--- config.mk ---
export PLATFORM = sky130hd
export DESIGN_NAME = q4_0_row_dot_product
export DESIGN_NICKNAME = d
export VERILOG_FILES = /design/src/rtl/q4dp_pkg.sv /design/src/rtl/q4dp_fpu.sv /design/src/rtl/q4_0_row_dot_product.sv
export SDC_FILE = /design/constraint.sdc
export NUM_CORES = 2
export LEC_CHECK = 0
export ABC_AREA = 1
export BUFFER_PORTS_ARGS = -buffer_cell sky130_fd_sc_hd__buf_2
export CORE_MARGIN = 2
export CORE_UTILIZATION = 35
export DETAILED_ROUTE_END_ITERATION = 8
export GPL_ROUTABILITY_DRIVEN = 0
export PLACE_DENSITY_LB_ADDON = 0.3
export SLEW_MARGIN = 0
export SYNTH_ARGS = -nofsm -noshare
export SYNTH_HDL_FRONTEND = slang
export SYNTH_SLANG_ARGS = --single-unit
--- constraint.sdc ---
create_clock -name clk -period 31.3 [get_ports clk]
set_clock_uncertainty 0.1 [all_clocks]
set_input_delay 3.13 -clock clk [delete_from_list [all_inputs] [get_ports clk]]
set_output_delay 3.13 -clock clk [all_outputs]
set_load 0.05 [all_outputs]
--- src/rtl/q4dp_pkg.sv ---
package q4dp_pkg;

	localparam logic [3:0]  NIB_OFFSET = 4'd8;
	localparam logic [4:0]  HEXP_ALL   = 5'h1F;
	localparam logic [7:0]  EXP_REBIAS = 8'd112;
	localparam logic [31:0] CANON_NAN  = 32'h7FC0_0000;
	localparam logic [31:0] POS_INF    = 32'h7F80_0000;

	// Operation codes for the shared float unit.
	typedef enum logic [1:0] {
		OP_MUL = 2'b01,
		OP_ADD = 2'b10
	} fop_t;

	typedef struct packed {
		logic        start;
		fop_t        op;
		logic [31:0] a;
		logic [31:0] b;
	} fpu_req_t;

	// Widen a half-precision scale, flushing subnormals to signed zero.
	function automatic logic [31:0] widen_half(input logic [15:0] h);
		logic       s;
		logic [4:0] e;
		logic [9:0] m;
		s = h[15];
		e = h[14:10];
		m = h[9:0];
		if (e == 5'd0)
			return {s, 31'd0};
		else if (e == HEXP_ALL)
			return (m == 10'd0) ? (POS_INF | {s, 31'd0}) : CANON_NAN;
		else
			return {s, {3'd0, e} + EXP_REBIAS, m, 13'd0};
	endfunction

	// Convert (nibble - 8) to a single-precision value; small, so a table.
	function automatic logic [31:0] nib_to_float(input logic [3:0] n);
		logic signed [4:0] v;
		logic        [3:0] mag;
		logic        [31:0] r;
		v   = $signed({1'b0, n}) - $signed({1'b0, NIB_OFFSET});
		mag = v[4] ? 4'(-v) : v[3:0];
		r   = 32'd0;
		if (mag >= 4'd8)
			r = {v[4], 8'd130, 23'd0};
		else if (mag >= 4'd4)
			r = {v[4], 8'd129, mag[1:0], 21'd0};
		else if (mag >= 4'd2)
			r = {v[4], 8'd128, mag[0], 22'd0};
		else if (mag == 4'd1)
			r = {v[4], 8'd127, 23'd0};
		return r;
	endfunction

endpackage

--- src/rtl/q4dp_fpu.sv ---
module q4dp_fpu
	import q4dp_pkg::*;
(
	input  logic        clk,
	input  logic        arst_n,
	input  fpu_req_t    req,
	output logic        done,
	output logic [31:0] res
);

	// Float unit in stages: unpack/multiply or align, normalise, round.
	logic         v_s1, v_s2;
	logic         sp_s1;
	logic         spv_s1;
	logic [31:0]  spres_s1;
	logic         sgn_s1;
	logic signed [10:0] exp_s1;
	logic [49:0]  mag_s1;
	logic         sgn_s2;
	logic signed [10:0] exp_s2;
	logic [49:0]  mag_s2;
	logic         sp_s2;
	logic [31:0]  spres_s2;
	logic [31:0]  res_q;
	logic         done_q;

	logic         sa, sb;
	logic [7:0]   ea, eb;
	logic [22:0]  fa, fb;
	logic [23:0]  ma, mb;
	logic         ana, anb, aia, aib, aza, azb;
	logic signed [10:0] xa, xb;

	always_comb begin
		sa = req.a[31]; ea = req.a[30:23]; fa = req.a[22:0];
		sb = req.b[31]; eb = req.b[30:23]; fb = req.b[22:0];
		ma = {(ea != 8'd0), fa};
		mb = {(eb != 8'd0), fb};
		xa = (ea == 8'd0) ? 11'sd1 : $signed({3'd0, ea});
		xb = (eb == 8'd0) ? 11'sd1 : $signed({3'd0, eb});
		ana = (ea == 8'hFF) && (fa != 23'd0);
		anb = (eb == 8'hFF) && (fb != 23'd0);
		aia = (ea == 8'hFF) && (fa == 23'd0);
		aib = (eb == 8'hFF) && (fb == 23'd0);
		aza = (ea == 8'd0) && (fa == 23'd0);
		azb = (eb == 8'd0) && (fb == 23'd0);
	end

	// Stage 1: special values, product or aligned sum.
	logic [47:0]  prod;
	logic         big_a;
	logic [23:0]  mbig, msml;
	logic signed [10:0] xbig, xsml;
	logic         sbig, ssml;
	logic [10:0]  dsh;
	logic [49:0]  wbig, wsml, shifted;
	logic         sticky;
	logic         sp_c;
	logic [31:0]  spres_c;

	always_comb begin
		prod  = ma * mb;
		big_a = ({ea, fa} >= {eb, fb});
		mbig  = big_a ? ma : mb;  msml = big_a ? mb : ma;
		xbig  = big_a ? xa : xb;  xsml = big_a ? xb : xa;
		sbig  = big_a ? sa : sb;  ssml = big_a ? sb : sa;
		dsh   = 11'(xbig - xsml);
		wbig  = {1'b0, mbig, 25'd0};
		wsml  = {1'b0, msml, 25'd0};
		shifted = (dsh > 11'd49) ? 50'd0 : (wsml >> dsh);
		sticky  = (dsh > 11'd49) ? (msml != 24'd0)
			: ((wsml & ((50'd1 << dsh) - 50'd1)) != 50'd0);
	end

	always_comb begin
		sp_c    = 1'b0;
		spres_c = CANON_NAN;
		if (req.op == OP_MUL) begin
			if (ana || anb || (aia && azb) || (aib && aza)) begin
				sp_c = 1'b1;
			end else if (aia || aib) begin
				sp_c    = 1'b1;
				spres_c = {sa ^ sb, 8'hFF, 23'd0};
			end
		end else begin
			if (ana || anb || (aia && aib && (sa != sb))) begin
				sp_c = 1'b1;
			end else if (aia || aib) begin
				sp_c    = 1'b1;
				spres_c = aia ? req.a : req.b;
			end else if (aza && azb) begin
				sp_c    = 1'b1;
				spres_c = {sa & sb, 31'd0};
			end
		end
	end

	always_ff @(posedge clk or negedge arst_n) begin
		if (!arst_n) begin
			v_s1 <= 1'b0;
		end else begin
			v_s1 <= req.start;
		end
	end

	always_ff @(posedge clk) begin
		spv_s1   <= sp_c;
		spres_s1 <= spres_c;
		if (req.op == OP_MUL) begin
			sgn_s1 <= sa ^ sb;
			exp_s1 <= xa + xb - 11'sd124;
			mag_s1 <= {2'b0, prod};
		end else begin
			sgn_s1 <= sbig;
			exp_s1 <= xbig + 11'sd1;
			mag_s1 <= ((sbig == ssml) ? (wbig + shifted)
				: (wbig - shifted - {49'd0, sticky})) | {49'd0, sticky};
		end
	end
	assign sp_s1 = spv_s1;

	// Exact zero: product keeps sign, a cancelling sum gives +0.
	logic prodzero_sel;
	logic op_s1_mul;
	always_ff @(posedge clk) op_s1_mul <= (req.op == OP_MUL);
	assign prodzero_sel = op_s1_mul;

	// Stage 2: normalise so bit 49 leads; the biased exponent follows the shift.
	logic [5:0]   lz;
	logic [49:0]  nmag;
	logic signed [10:0] nexp;
	logic         nsp;
	logic [31:0]  nspres;
	always_comb begin
		lz = 6'd50;
		for (int i = 0; i < 50; i++)
			if (mag_s1[i]) lz = 6'(49 - i);
		nmag = mag_s1 << lz;
		nexp = exp_s1 - $signed({5'd0, lz});
		nsp  = sp_s1 || (mag_s1 == 50'd0);
		nspres = (!sp_s1 && (mag_s1 == 50'd0)) ? {sgn_s1 & prodzero_sel, 31'd0}
			: spres_s1;
	end

	always_ff @(posedge clk or negedge arst_n) begin
		if (!arst_n) v_s2 <= 1'b0;
		else v_s2 <= v_s1;
	end

	always_ff @(posedge clk) begin
		sgn_s2   <= sgn_s1;
		sp_s2    <= nsp;
		spres_s2 <= nspres;
		exp_s2   <= nexp;
		mag_s2   <= nmag;
	end

	// Stage 3: denormalise if needed, round to nearest even, pack.
	logic [10:0]  rsh;
	logic [49:0]  dm;
	logic         dst;
	logic [23:0]  kept;
	logic         g, st, up;
	logic [24:0]  rnd;
	logic signed [10:0] fexp;
	logic [31:0]  packed_r;
	always_comb begin
		// mag_s2[49] is the leading bit; biased exponent is exp_s2.
		rsh = (exp_s2 < 11'sd1) ? 11'(11'sd1 - exp_s2) : 11'd0;
		dm  = (rsh > 11'd49) ? 50'd0 : (mag_s2 >> rsh);
		dst = (rsh > 11'd49) ? 1'b1 : ((mag_s2 & ((50'd1 << rsh) - 50'd1)) != 50'd0);
		kept = dm[49:26];
		g    = dm[25];
		st   = (dm[24:0] != 25'd0) || dst;
		up   = g && (st || kept[0]);
		rnd  = {1'b0, kept} + {24'd0, up};
		fexp = (exp_s2 < 11'sd1) ? 11'sd0 : exp_s2;
		if (rnd[24]) begin
			fexp = fexp + 11'sd1;
			rnd  = rnd >> 1;
		end else if (fexp == 11'sd0 && rnd[23]) begin
			fexp = 11'sd1;
		end
		if (fexp >= 11'sd255)
			packed_r = {sgn_s2, 8'hFF, 23'd0};
		else
			packed_r = {sgn_s2, fexp[7:0], rnd[22:0]};
	end

	always_ff @(posedge clk or negedge arst_n) begin
		if (!arst_n) done_q <= 1'b0;
		else done_q <= v_s2;
	end

	always_ff @(posedge clk) res_q <= sp_s2 ? spres_s2 : packed_r;

	assign done = done_q;
	assign res  = res_q;

endmodule

--- src/rtl/q4_0_row_dot_product.sv ---
// Each word steps through ST_WLO, ST_PLO, ST_ALO, ST_WHI, ST_PHI and ST_AHI; a
// row's last word then goes to ST_EMIT. A new word is taken only in ST_IDLE, not
// before the previous one is through, and after a row's end not while the previous
// result word still waits. The shared three-stage float unit runs six dependent
// ops per word (two weight and two activation multiplies, two accumulates).
// Reset: arst_n clears the sequencer, the output valid flag and the running sum.
module q4_0_row_dot_product
	import q4dp_pkg::*;
(
	input  logic        clk,
	input  logic        arst_n,
	input  logic        in_valid,
	output logic        in_ready,
	input  logic [7:0]  quant_byte,
	input  logic [15:0] scale_half,
	input  logic [31:0] act_low,
	input  logic [31:0] act_high,
	input  logic        last_pair,
	output logic        out_valid,
	input  logic        out_ready,
	output logic [31:0] dot_value
);

	typedef enum logic [7:0] {
		ST_IDLE  = 8'b0000_0001,
		ST_WLO   = 8'b0000_0010,
		ST_PLO   = 8'b0000_0100,
		ST_ALO   = 8'b0000_1000,
		ST_WHI   = 8'b0001_0000,
		ST_PHI   = 8'b0010_0000,
		ST_AHI   = 8'b0100_0000,
		ST_EMIT  = 8'b1000_0000
	} state_t;

	state_t      state_q;
	logic        busy_q;
	logic [31:0] scale_q, act_lo_q, act_hi_q, sum_q, tmp_q, out_q;
	logic [7:0]  byte_q;
	logic        last_q, ov_q;
	fpu_req_t    req;
	logic        done;
	logic [31:0] res;

	// The unit is started once on entry to each step; busy_q marks a pending op.
	q4dp_fpu u_fpu (.clk(clk), .arst_n(arst_n), .req(req), .done(done), .res(res));

	// The output register parts the two sides: a new word may be taken while the
	// previous result word still waits; the finished sum then waits in ST_EMIT.
	assign in_ready  = (state_q == ST_IDLE);
	assign out_valid = ov_q;
	assign dot_value = out_q;

	always_comb begin
		req.start = 1'b0;
		req.op    = OP_MUL;
		req.a     = scale_q;
		req.b     = nib_to_float(byte_q[3:0]);
		if (!busy_q) begin
			unique case (state_q)
				ST_WLO: begin req.start = 1'b1; end
				ST_PLO: begin req.start = 1'b1; req.a = tmp_q; req.b = act_lo_q; end
				ST_ALO: begin req.start = 1'b1; req.op = OP_ADD; req.a = sum_q; req.b = tmp_q; end
				ST_WHI: begin req.start = 1'b1; req.b = nib_to_float(byte_q[7:4]); end
				ST_PHI: begin req.start = 1'b1; req.a = tmp_q; req.b = act_hi_q; end
				ST_AHI: begin req.start = 1'b1; req.op = OP_ADD; req.a = sum_q; req.b = tmp_q; end
				default: ;
			endcase
		end else begin
			unique case (state_q)
				ST_ALO, ST_AHI: req.op = OP_ADD;
				default: ;
			endcase
		end
	end

	always_ff @(posedge clk or negedge arst_n) begin
		if (!arst_n) begin
			state_q <= ST_IDLE;
			busy_q  <= 1'b0;
			ov_q    <= 1'b0;
			sum_q   <= 32'd0;
		end else begin
			if (ov_q && out_ready) ov_q <= 1'b0;
			if (req.start) busy_q <= 1'b1;
			unique case (state_q)
				ST_IDLE: if (in_valid && in_ready) state_q <= ST_WLO;
				ST_WLO, ST_PLO, ST_WHI, ST_PHI: if (done) begin
					busy_q <= 1'b0;
					tmp_q  <= res;
					state_q <= state_t'(state_q << 1);
				end
				ST_ALO: if (done) begin
					busy_q <= 1'b0; sum_q <= res; state_q <= ST_WHI;
				end
				ST_AHI: if (done) begin
					busy_q <= 1'b0;
					if (last_q) begin
						sum_q <= 32'd0;
						tmp_q <= ((res[30:23] == 8'hFF) && (res[22:0] != 23'd0))
							? CANON_NAN : res;
						state_q <= ST_EMIT;
					end else begin
						sum_q <= res;
						state_q <= ST_IDLE;
					end
				end
				ST_EMIT: if (!ov_q) begin
					out_q   <= tmp_q;
					ov_q    <= 1'b1;
					state_q <= ST_IDLE;
				end
				default: state_q <= ST_IDLE;
			endcase
		end
	end

	always_ff @(posedge clk) begin
		if (state_q == ST_IDLE && in_valid && in_ready) begin
			scale_q  <= widen_half(scale_half);
			byte_q   <= quant_byte;
			act_lo_q <= act_low;
			act_hi_q <= act_high;
			last_q   <= last_pair;
		end
	end

endmodule
* Yosys cells after proc, flatten, opt, wreduce, memory -nomap -nowiden *
Cells that the tools add are included.

operators by class
  $add $sub $neg = 18
  multipliers = 1
  div/mod/pow operators = 0
  $lt $le $gt $ge = 11
  eq/ne operators = 23
  shift-type cells = 5
  muxes and demuxes = 127
  bitwise gates (word level) = 8
  reductions and logical operators = 55

operators with widths
  operator                                            number
  2-to-1 mux 32 bit                                   26
  2-to-1 mux 6 bit                                    32
  one-hot mux 32 bit (2 select lines)                 3
  2-to-1 mux 50 bit                                   3
  one-hot mux 32 bit (4 select lines)                 1
  nonzero test 50 bit                                 2
  left shift 1 x 11 -> 50 bit, first input constant   2
  subtractor 50 x 1 -> 50 bit, second input constant  2
  2-to-1 mux 5 bit                                    16
  2-to-1 mux 11 bit                                   7
  nonzero test 23 bit                                 3
  2-to-1 mux 64 bit                                   1
  2-to-1 mux 8 bit                                    8
  adder 49 x 50 -> 50 bit                             1
  AND 49 x 50 -> 50 bit                               1
  AND 50 bit                                          1
  logical NOT 50 bit                                  1
  bitwise OR 50 x 1 -> 50 bit                         1
  left shift 50 x 6 -> 50 bit                         1
  right shift 49 x 11 -> 50 bit                       1
  right shift 50 x 11 -> 50 bit                       1
  subtractor 49 x 50 -> 50 bit                        1
  subtractor 50 x 1 -> 50 bit                         1
  multiplier 24 x 24 -> 48 bit                        1
  other kinds (60)                                    131

storage, ports and cells
  register bits = 437
  latch bits = 0
  memory bits (writable) = 0
  memory bits (read-only) = 0
  input bits = 93
  word-level logic and storage cells = 278
  memories kept = 0

* Longest topological paths before layout *
  depth in word-level cells = 51
  gate-level depth with buffers = 86
  mapped depth without buffers = 83

* By module *
Synthesis repeated with hierarchy kept, for this count alone.

unflattened totals
  cells, all modules = 7547
  area, all modules = 52391.5 sq um

modules (own cells, without submodules)
  module                times used  cells each  area an instance (sq um)  seq. area each (sq um)
  q4dp_fpu              1           6690        43556.8                   4539.4
  q4_0_row_dot_product  1           857         8834.7                    5676.7

* Worst setup path after synthesis *
OpenSTA, ideal clock, no wires.

  kind = register to register
  from = reg state_q[3]
  to = reg u_fpu.mag_s1[47]
  setup time = 0.114 ns
  arrival time = 10.909 ns
  required time = 31.086 ns
  slack = 20.177 ns
  stages on the path, launching flop included = 82
  path buffers = 5
  path through = dfrtp_1 > inv_2 > nand2_2 > nor2_2 > inv_2 > nor3_4 > nor2_4 > nand2_4 > nand2_4 > inv_2 > buf_6 > clkbuf_1 > clkbuf_1 > o211ai_1 > o21ai_1 > clkinv_1 > clkbuf_1 > ha_1 > [... 46 more ...] > o21ai_0 > nand3_1 > nand2_1 > nand3_1 > nand2_1 > nand3_1 > nand2_1 > a21oi_1 > o21ai_0 > nand3_1 > nand2_1 > nand3_1 > nand2_1 > a31oi_1 > xor2_1 > nand2_1 > a21oi_1 > a21o_1

between the ends
  word-level cells in the longest chain between the ends = 17
  elaborated cells on any way between the ends = 43

RTL lines
  what                                                                   line                        text
  start: declaration                                                     q4_0_row_dot_product.sv:35  state_t state_q;
  start signal: assignment                                               q4_0_row_dot_product.sv:90  state_q <= state_t'(state_q << 1);
  branches (longest 16 deep; another with subtractor 49 x 50 -> 50 bit)  -
  2-to-1 mux 48 bit *                                                    q4dp_fpu.sv:109             if (req.op == OP_MUL) begin
  end signal: assignment                                                 q4dp_fpu.sv:112             mag_s1 <= {2'b0, prod};
  end signal: assignment                                                 q4dp_fpu.sv:116             mag_s1 <= ((sbig == ssml) ? (wbig + shifted)
  end: declaration                                                       q4dp_fpu.sv:18              logic [49:0] mag_s1;

Every way passes the cells marked *.
A chain may end at the register's enable or synchronous reset.

* Worst setup path after layout *
  from = reg state_q[0]
  to = reg u_fpu.mag_s1[47]

The elaborated chain is that of the path after synthesis.

==> out/qor.csv <==
metric;value;unit
syn_inst;7236;
num_rows;140;
die_w;388;um
synth_edf_count;154;
arrival;15.70;ns
grtUsageMet2;39.5;%
cp_max_fo;34;
first_pass_iters;8;
crit_family;simple AND/OR/NAND/NOR gates;
grt_most_used_layer;met2;
ant_nets;0;
tightestPinTransition;1.27;ns
post_cts_resized;0;
grt_max_degree;128;
hold_buffers;0;
cts_buffers;45;
status;finished clean;
max_slew_margin;14.4;%
cp_slowest_cell;clkinv_1;
slew_violations;0;
period_needed;15.25;ns
io_buffers;126;
ys.flop_type;dfxtp_1;
coreArea;146000;sq um
ys_ff_latch;422;
n_fill_cell;15300;
synthDistinctLibCells;84;
groute.layer.met3.usage;6.25;%
seqCellArea;10200;sq um
netlist_area;51500;sq um
async_flop_share;10.7;%
post_cts_buffers;0;
grt_pass1_vias;48500;
cp.required;31.75;ns
finalHoldViolations;0;
overflow;0;
cts_max_level;2;
cp_num_buf_inv;11;
clk_latency;0.65;ns
ys.warnings.count;0;
grt_pass1_wl;291000;um
yosysSeqAreaShare;19.8;%
critPathLaunchType;flip-flop;
drt-initial-drc-count;5477;
fin_ws;16.05;ns
avgSynthCellArea;7.12;sq um
post-place-ws;16.56;ns
max_freq;65.6;MHz
io_pins;127;
layout.nets;8147;
crit_type;flip-flop to flip-flop;
fin_crit_sh;48.7;%
viasPerCell;5.49;
path_clk_slew;0.07;ns
start_util;35.3;%
fin_tns_setup;0;ns
synth_top_area_share;18.9;%
routedWlPerCell;21.1;um
drc;0;
die-area;150000;sq um
multi_input_comb_area;35300;sq um
yosysTopAreaCell;fa_1;
crit_top_cell;nand2_1;
dp_hpwl;155000;um
grt_usage;25.1;%
clk_path_buf_depth;3;
drt-total-wl;194000;um
area_delta_synth_final;7.96;%
crit_path_max_incr_delay;0.94;ns
hp-class;flip-flop to flip-flop;
vias;50300;
rsz0062_at_grt;false;
endpoint_kind;flip-flop;
yosys-top-cells-area;fa_1 (19%), nand2_1 (12%), edfxtp_1 (9.0%), inv_1 (9.0%), ha_1 (8.7%);
finalSetupViolCount;0;
cts_tree;built;
drv_cap;0;
dieHeight;388;um
antenna_found_initial;4;
cts-root-buf;clkbuf_16;
cts.sinks;422;
use_met1;31.7;%
final_layout_size_suffix_gt1_share;6.71;%
-- synth_stat cells (57+ instances only) --
library cell	number
nand2_1	1628
inv_1	1231
nor2_1	673
nand3_1	554
fa_1	485
o21ai_0	395
ha_1	357
a21oi_1	267
dfxtp_1	223
clkbuf_1	208
edfxtp_1	154
nand4_1	84
nor3_1	79
o21ai_1	71
o22ai_1	63
xor2_1	57
-- path summary, 6_finish.rpt --
check / cells past startpoint / startpoint / slack (ns) / end
max in group asynchronous: 2 / arst_n / 28.10 / sum_q[7]$_DFFE_PN0P_
setup / recovery: 76 / state_q[0]$_DFFE_PN1P_ / 16.05 / u_fpu.mag_s1[47]$_DFF_P_
min in group asynchronous: 2 / arst_n / 2.52 / out_valid$_DFF_PN0_
hold reg to reg: 0 / u_fpu.sgn_s1$_DFF_P_ / 0.24 / u_fpu.sgn_s2$_DFF_P_
hold / removal: 0 / u_fpu.sgn_s1$_DFF_P_ / 0.24 / u_fpu.sgn_s2$_DFF_P_
setup reg to reg: 76 / state_q[0]$_DFFE_PN1P_ / 16.05 / u_fpu.mag_s1[47]$_DFF_P_
-- layer usage --
layer | part of all wire, % | vias to the layer above | routed length (um)
li1 | - | 23000 | -
met4 | 6.4 | 6 | 12300
met3 | 10 | 605 | 19900
met2 | 44 | 2570 | 85600
met1 | 39 | 24100 | 75800
met5 | 0.089 | - | 173
-- flip-flops by register name, summed over array words and instances, names as in the netlist, 8 cells and up, named ones only --
name            cells
act_lo_q           32
state_q             8
byte_q              8
u_fpu.res          32
u_fpu.spres_s1     32
u_fpu.exp_s2       11
u_fpu.mag_s2       50
dot_value          32
act_hi_q           32
u_fpu.exp_s1       11
scale_q            17
sum_q              32
tmp_q              32
u_fpu.mag_s1       50
u_fpu.spres_s2     32
-- per-stage QoR --
stage	hold slack, ns	util, %	instance area [sq um]	std cells
after floorplan	0.231	-	51600	7257
after global placement	0.232	37.0	54100	9082
after detailed placement	0.239	37.0	54100	9082
after CTS	0.229	38.1	55600	9164
after global routing	0.233	38.1	55600	9164
final	0.243	38.1	55600	9168
-- cells in the final DEF (no fill, tap or decap), types with 71 or more instances in the layout --
master       n
a21oi_1    266
buf_2      126
buf_4       76
dfxtp_1    223
edfxtp_1   154
fa_1       485
ha_1       357
inv_1     1230
nand2_1   1626
nand3_1    552
nand4_1     84
nor2_1     669
nor3_1      79
o21ai_0    394
o21ai_1     71
-- worst register-to-register path: cells and delay by family, from the launching register on --
kind,cells,cell delay (ns)
AOI/OAI and AO/OA,21,4.40
xor gates and xnor gates,2,0.64
adders and majority gates,5,1.35
buffers and inverters,11,2.80
and+or+nand+nor,37,5.36
DFF,1,0.53
-- final cells by class --
| type | instances | area share, % |
|---|---|---|
| tap | 1917 | 4.32 |
| multi-input combinational | 5238 | 63.5 |
| antenna | 4 | 0.0180 |
| clock buffer | 58 | 2.26 |
| timing repair buffer | 203 | 2.20 |
| clock inverter | 24 | 0.479 |
| sequential | 422 | 18.4 |
| inverter | 1302 | 8.81 |
-- cells by family (layout without fill, tap and decap cells) --
| family | count (synthesis) | after routing | synth area share, % |
|---|---|---|---|
| and+or+nand+nor | 3205 | 3205 | 26.8 |
| buffers and inverters | 1597 | 1587 | 11.9 |
| AOI/OAI and AO/OA | 1052 | 1052 | 11.9 |
| adders and majority gates | 842 | 842 | 27.5 |
| DFF | 422 | 422 | 19.8 |
| xor gates and xnor gates | 99 | 99 | 1.70 |
| muxes | 18 | 18 | 0.355 |
| other | 1 | 26 | 0.00728 |
Power is left out: the tool's default activity adds up to more than one toggle a clock period on the data nets, which glitch-free logic cannot reach.
